[config.mk]
export PLATFORM = sky130hd
export DESIGN_NAME = mmps_cell
export DESIGN_NICKNAME = d
export VERILOG_FILES = /design/src/rtl/core/masked_multi_pattern_scanner_assert.svh /design/src/rtl/core/mmps_pkg.sv /design/src/rtl/core/mmps_cell.sv
export SDC_FILE = /design/constraint.sdc
export NUM_CORES = 1
export LEC_CHECK = 0
export ABC_CLOCK_PERIOD_IN_PS = 4300
export BUFFER_PORTS_ARGS = -buffer_cell sky130_fd_sc_hd__clkbuf_2
export CAP_MARGIN = 5
export CORE_UTILIZATION = 62
export DETAILED_ROUTE_END_ITERATION = 8
export PLACE_DENSITY = 0.92
export SETUP_SLACK_MARGIN = 0.5
export SKIP_LAST_GASP = 1
export SLEW_MARGIN = 15
export SYNTH_ARGS = -nofsm -noshare
export SYNTH_HDL_FRONTEND = slang
export SYNTH_SLANG_ARGS = --single-unit
[constraint.sdc]
create_clock -name i_clk -period 4.3 [get_ports i_clk]
set_clock_uncertainty 0.2 [all_clocks]
set_input_delay 0.43 -clock i_clk [delete_from_list [all_inputs] [get_ports i_clk]]
set_output_delay 0.43 -clock i_clk [all_outputs]
set_load 0.005 [all_outputs]
[src/rtl/core/masked_multi_pattern_scanner_assert.svh]
// Assertion macros shared by the masked multi-pattern scanner RTL.
`ifndef MASKED_MULTI_PATTERN_SCANNER_ASSERT_SVH
`define MASKED_MULTI_PATTERN_SCANNER_ASSERT_SVH
`ifndef SYNTHESIS
`define MMPS_ASSERT_HOLD(label, cond, prop) \
    label: assert property (@(posedge i_clk) disable iff (!i_rst_n) (cond) |-> (prop)) \
        else $error("scanner assertion failed");
`define MMPS_ASSERT_NEXT(label, cond, prop) \
    label: assert property (@(posedge i_clk) disable iff (!i_rst_n) (cond) |=> (prop)) \
        else $error("scanner assertion failed");
`else
`define MMPS_ASSERT_HOLD(label, cond, prop)
`define MMPS_ASSERT_NEXT(label, cond, prop)
`endif
`endif

[src/rtl/core/mmps_pkg.sv]
// Package with the constants and types of the masked multi-pattern scanner.
`timescale 1ns / 1ps
package mmps_pkg;

    localparam int NUM_SIGS  = 8;
    localparam int MAX_LEN   = 32;
    localparam int SIG_W     = $clog2(NUM_SIGS);
    localparam int POS_W     = $clog2(MAX_LEN);
    localparam int LEN_W     = 6;
    localparam int OFS_W     = 16;
    localparam int ADDR_W    = 32;
    localparam int BYTE_W    = 8;
    localparam int CNT_W     = 4;
    localparam int CFG_IDX_W = 1;
    localparam int MEM_AW    = SIG_W + POS_W;
    localparam int MEM_DEPTH = NUM_SIGS * MAX_LEN;

    typedef enum logic [1:0] {
        KIND_PAT   = 2'd0,
        KIND_LEN   = 2'd1,
        KIND_SCAN  = 2'd2,
        KIND_CLEAR = 2'd3
    } t_kind;

    localparam logic [CFG_IDX_W-1:0] CFG_BASE  = 1'b0;
    localparam logic [CFG_IDX_W-1:0] CFG_COUNT = 1'b1;

    typedef struct packed {
        logic              wild;
        logic [BYTE_W-1:0] value;
    } t_pat_entry;

    localparam t_pat_entry WILD_ENTRY = '{wild: 1'b1, value: '0};

    typedef struct packed {
        logic             en;
        logic [SIG_W-1:0] sig;
        t_pat_entry       entry;
    } t_cell_wr;

    typedef struct packed {
        logic shift;
        logic clear;
    } t_cell_ctl;

    typedef struct packed {
        logic                load;
        logic [NUM_SIGS-1:0] mask;
        logic                status;
        logic                all_found;
        logic [ADDR_W-1:0]   base_cnt;
    } t_res_load;

endpackage

[src/rtl/core/mmps_cell.sv]
// One window cell: a history byte and the aligned pattern entries of every signature.
`timescale 1ns / 1ps
module mmps_cell import mmps_pkg::*; (
    input  logic                i_clk,
    input  logic                i_rst_n,
    input  t_cell_ctl           i_ctl,
    input  t_cell_wr            i_wr,
    input  logic [BYTE_W-1:0]   i_byte,
    output logic [BYTE_W-1:0]   o_byte,
    output logic [NUM_SIGS-1:0] o_hit
);

    logic [BYTE_W-1:0] r_byte;
    logic              r_wild  [NUM_SIGS];
    logic [BYTE_W-1:0] r_value [NUM_SIGS];

    always_ff @(posedge i_clk) begin
        if (!i_rst_n) begin
            r_byte <= '0;
        end else if (i_ctl.clear) begin
            r_byte <= '0;
        end else if (i_ctl.shift) begin
            r_byte <= i_byte;
        end
    end

    always_ff @(posedge i_clk) begin
        if (!i_rst_n) begin
            for (int s = 0; s < NUM_SIGS; s++) begin
                r_wild[s] <= 1'b1;
            end
        end else if (i_wr.en) begin
            r_wild[i_wr.sig] <= i_wr.entry.wild;
        end
    end

    always_ff @(posedge i_clk) begin
        if (i_wr.en) begin
            r_value[i_wr.sig] <= i_wr.entry.value;
        end
    end

    always_comb begin
        for (int s = 0; s < NUM_SIGS; s++) begin
            o_hit[s] = r_wild[s] | (r_value[s] == i_byte);
        end
    end

    assign o_byte = r_byte;

endmodule

==> impl_metrics.yaml, run 1 <==
clock_tree:
  clkTransAtPathRegs_ps: 80
  hold_buffers: 0
  clkLatencyLatePin_ps: 340
  cts_tree: "done"
  clockBufferDepth: 2
  cts_inserted_buffers: 9
  cts_resized: 0
  cts.htree.levels: 3
  cts.sinks: 80
  post_cts_buffers: 0
  cts-root-buf: "clkbuf_8"
logic_synthesis:
  synth_xor_area_share_pct: 16.6
  synth_top_area_share_pct: 64.2
  syn_nets: 251
  muxShareOfSynthArea_pct: 2.38
  syn_avg_cell_area_um2: 14.9
  synth_top_family_by_area: "XOR/XNOR gates"
  yosysWarnings: 0
  syn_area_um2: 3370
  synth_cell_types: 17
  synthAdderAreaFrac_pct: 0
  ys_seq_area_share_pct: 69.0
  synth.area.top_cells: "edfxtp_1, xor2_1, dfxtp_1"
  synth_top_area_cell: "edfxtp_1"
  synth.most_common_cell: "edfxtp_1"
  ys_seq_elements: 80
  synth_compound_area_share_pct: 3.27
  async_flop_share_pct: 0
  syn_inst: 226
  synth_flop_cell: "edfxtp_1"
  yosys.area_share.simple_pct: 6.65
  synth_commonest_cells: "edfxtp_1, xor2_1, nor2_1"
  synth_edf_count: 72
global_routing:
  grt_max_degree: 14
  grt_pass1_vias: 1789
  grt_overflow: 0
  grt_usage_pct: 24.0
  grt_pass1_wl_um: 9000
  antenna_found_initial: 0
critical_path:
  worst-r2r-setup-slack_ps: 3470
  worst_setup_path_start_kind: "flop"
  worstSetupEndpointType: "primary output"
  critical_path_arrival_ps: 1800
  required_ps: 3670
  critPathKind: "flop to primary output"
  path_max_fanout: 1
detailed_routing:
  viasPerCell: 5.55
  drt_wl_total_um: 6010
  post-route-drc-count: 0
  avgRoutedWirePerCell_um: 17.6
  initialDrtViolationCount: 163
  final_antenna_net_count: 0
  vias: 1893
  drtPass1Iterations: 4
outcome:
  status: "complete, no violations"
power:
  netSwitchingFraction_pct: 22.5
  leakagePower_uw: 0.00140
  pwr-share-seq_pct: 57.8
  p_switching_uw: 344
  p_comb_share_pct: 7.8
  clkPwrFrac_pct: 34.4
  power_density_nw_per_um2: 405
  internal_power_uw: 1190
  irDropWorstVdd_mv: 0.282
placement:
  hpwl_um: 4070
  gp_congestion: 0.815
  port_buffers: 40
  dpl.cell_count: 325
  dpl_cell_area_um2: 3580
flow_run:
  max_cap_viol_count: 0
cells_and_area:
  n_fill_cell: 333
  insertedDiodeCount: 0
  area_growth_syn_to_layout_pct: 12.3
  final_area_um2: 3780
  fin_cells: 341
  finalNetCount: 291
  drive_above_1_share_pct: 21.0
die:
  start_util_pct: 65.1
  die_w_um: 75.7
  io_pins: 41
  core-area_um2: 5170
  rows: 26
  die_area_um2: 5730
  die_y_um: 75.7
timing:
  hold_viol: 0
  setup_violations: 0
  max_slew.worst_pin.slew_ps: 796
  fmax_mhz: 411
  rsz0062_at_grt: "false"
  slew_viol_final: 0
  max_slew_margin_pct: 46.7
  setup_tns_ps: 0
  layout_min_cycle_time_ps: 2430
  period_share_pct: 56.6
worst_hold_path:
  hp-class: "primary input to flop"
-- per-stage QoR --
stage	hold slack, ps	power, uW	setup WS, ps	utilization, %
5_1_grt	200	1580	1870	73.1
3_5_place_dp	281	1020	1880	69.3
6_report	197	1530	1870	73.1
4_1_cts	190	1540	1900	72.9
3_3_place_gp	272	1020	1980	69.3
2_1_floorplan	285	978	2290	-
-- critical path, stage by stage, from the launching register on --
cell,delay (ps)
edfxtp_1,400
xor2_1,160
nor4_1,550
a41o_1,240
clkbuf_2,100
-- layout by cell type, fill, tap and decap left out, drive strengths merged, types with 8 or more instances in the layout --
| cell type | netlist | layout |
|---|---|---|
| mux2i | 8 | 8 |
| nand2 | 10 | 10 |
| xnor2 | 16 | 16 |
| nor4 | 8 | 8 |
| clkbuf | 2 | 50 |
| nor2 | 22 | 22 |
| a41o | 8 | 8 |
| xor2 | 48 | 48 |
| edfxtp | 72 | 72 |
| dfxtp | 8 | 8 |
-- state kept, by name, indices dropped and copies added, names as in the netlist --
name     cells
r_wild       8
r_value     64
o_byte       8
-- routing by layer --
metal | wire [um] | track usage (%) | up-vias
li1 | - | - | 881
met1 | 2460 | 31.6 | 909
met2 | 2910 | 36.9 | 88
met3 | 433 | 6.08 | 15
met4 | 213 | 13.6 | 0
met5 | 0 | 0 | -
-- cell families (layout without fill, tap and decap cells) --
logic type | after synthesis | in the layout
XOR/XNOR | 64 | 64
AO/OA/AOI/OAI | 14 | 14
buffers and inverters | 11 | 56
flip-flops | 80 | 80
AND/OR/NAND/NOR | 49 | 49
multiplexers | 8 | 8
-- path summary, 6_finish.rpt --
check / from / cells after the start / end
worst min-delay path: i_wr[1] / 1 / r_value[5][1]
worst max register to register: o_byte[1] / 2 / o_byte[1]
worst max-delay path: r_value[2][6] / 4 / o_hit[2]
worst min register to register: o_byte[0] / 2 / o_byte[0]
-- power groups by stage --
stage | logic, uW | registers (uW) | clock network, uW
after floorplan | 76.8 | 901 | 0
after CTS | 119 | 886 | 530
after global placement | 114 | 902 | 0
after detailed placement | 118 | 903 | 0
after global routing | 130 | 888 | 563
final | 119 | 885 | 527
-- area by class of cell --
class / instances / area [um^2] / area share [%]
tap: 70 / 87.6 / 2.32
clock inverter: 6 / 60.1 / 1.59
clock buffer: 10 / 128 / 3.37
sequential: 80 / 2320 / 61.4
timing repair buffer: 40 / 200 / 5.29
multi-input combinational: 135 / 985 / 26.0
Power figures use the tool's default switching activity.
==> inputs of run 2 (changes only) <==
Settings changed: ABC_CLOCK_PERIOD_IN_PS 4300 to 2100, CORE_UTILIZATION 62 to 52, PLACE_DENSITY 0.92 to 0.83.
Clock period 4.3 ns to 2.1 ns, I/O delays scaled along.
==> impl_metrics.yaml, run 2 (synthesis results as in run 1) <==
die:
  io_pins: 41
  die_y_um: 82.5
  rows: 28
  die_area_um2: 6800
  core-area_um2: 6100
  start_util_pct: 55.2
  die_w_um: 82.5
global_routing:
  grt_overflow: 0
  antenna_found_initial: 0
  grt_max_degree: 13
  grt_pass1_wl_um: 9360
  grt_pass1_vias: 1848
  grt_usage_pct: 20.5
critical_path:
  crit_chain: "xor2_1, nor4_2, a41o_1, clkbuf_2"
  slowest_stage: "edfxtp_1"
  critPathKind: "flop to primary output"
  required_ps: 1690
  slowest_delay_ps: 380
  worst_setup_path_start_kind: "flop"
  worstSetupEndpointType: "primary output"
  path_max_fanout: 1
  critical_path_arrival_ps: 1570
worst_hold_path:
  hp-class: "primary input to flop"
cells_and_area:
  largest_reg_flops: 64
  regMostFlops: "r_value"
  layout_commonest_cell: "edfxtp_1"
  finalNetCount: 308
  fin_util_pct: 65.3
  area_growth_syn_to_layout_pct: 18.2
  n_fill_cell: 443
  final_cell_mix: "edfxtp_1, xor2_1, clkbuf_2, nor2_1, xnor2_1"
  drive_above_1_share_pct: 24.0
  insertedDiodeCount: 0
outcome:
  status: "complete, no violations"
timing:
  setup_violations: 0
  setup_tns_ps: 0
  fmax_mhz: 506
  slew_viol_final: 0
  layout_min_cycle_time_ps: 1980
  rsz0062_at_grt: "true"
  hold_viol: 0
  max_slew_margin_pct: 57.5
  period_share_pct: 94.1
  max_slew.worst_pin.slew_ps: 637
detailed_routing:
  wl_met2_um: 3070
  drt-met1-wl_um: 2710
  drtPass1Iterations: 4
  drt_wl_total_um: 6200
  post-route-drc-count: 0
  wl_met3_um: 296
  final_antenna_net_count: 0
  vias: 1922
  initialDrtViolationCount: 101
  avgRoutedWirePerCell_um: 17.1
  top_layer: "met4"
  viasPerCell: 5.29
placement:
  port_buffers: 40
  gp_congestion: 0.734
  hpwl_um: 4250
clock_tree:
  cts_tree: "done"
  cts.htree.levels: 3
  cts.sinks: 80
  clkLatencyLatePin_ps: 350
  clkTransAtPathRegs_ps: 70
  cts_inserted_buffers: 9
  cts-root-buf: "clkbuf_8"
  clockBufferDepth: 2
power:
  irDropWorstVdd_mv: 0.443
  internal_power_uw: 2490
  pwr-share-seq_pct: 57.0
  leakagePower_uw: 0.00148
  p_switching_uw: 689
  power_density_nw_per_um2: 799
  clkPwrFrac_pct: 34.5
  p_comb_share_pct: 8.5
  netSwitchingFraction_pct: 21.7
flow_run:
  max_cap_viol_count: 0
[run 2: changes by cell type in the layout (fill, tap and decap cells not counted), sizes merged]
cell	before	now
buf	0	10
clkbuf	50	54
clkinv	3	0
clkinvlp	2	0
dlygate4sd3	0	8
[run 2: what timing repair did]
| item | 4_1_cts | 5_1_grt |
|---|---|---|
| hold buffers | 5 | 3 |
| endpoints found under the setup margin | 8 | 8 |
| hold endpoints to repair | 40 | 11 |
| gates resized for setup | 6 | 2 |
| buffers inserted | 0 | 0 |
| pin swaps | 11 | 6 |
[run 2: worst paths after layout]
kind / from / end / slack, ps / cells after the start
setup / recovery: r_value[1][6] / o_hit[1] / 120 / 4
hold / removal: i_wr[10] / r_value[0][4] / 50 / 2
setup reg to reg: o_byte[4] / o_byte[4] / 1270 / 2
hold reg to reg: o_byte[1] / o_byte[1] / 300 / 2
[run 2: layout make-up]
cell class                 count  area, um^2  area share (%)
timing repair buffer          57         348            8.74
clock inverter                 1        30.0           0.755
tap                           75        93.8            2.36
sequential                    80        2320            58.4
multi-input combinational    135        1030            25.8
clock buffer                  15         156            3.93
[run 2: metal layers]
layer  global-route usage (%)  vias up
met1                     25.1      929
li1                         -      919
met2                     34.3       63
met3                     4.95       11
met4                     9.65        0
met5                        0        -
[run 2: through the flow]
stage	total power, uW	std cells	worst slack [ps]	instance area [um^2]	hold WS [ps]
after floorplan	2000	226	591	3380	109
after global placement	2090	339	288	3670	272
after detailed placement	2100	339	280	3670	284
after CTS	3180	360	109	3940	9.19
after global routing	3280	363	35.7	3980	64.7
final	3180	363	123	3980	51.8
[run 2: worst max-delay path: cells and delay by family (launching register included)]
family / cells / cell delay [ps]
DFF: 1 / 380
and+or+nand+nor: 1 / 340
AOI/OAI and AO/OA: 1 / 220
xor gates and xnor gates: 1 / 160
buffers and inverters: 1 / 110
[run 2: power groups by stage]
stage	Sequential (uW)	Clock [uW]	Combinational, uW
2_1_floorplan	1840	0	158
3_3_place_gp	1850	0	243
3_5_place_dp	1850	0	251
4_1_cts	1810	1100	269
5_1_grt	1820	1160	298
6_report	1810	1100	271
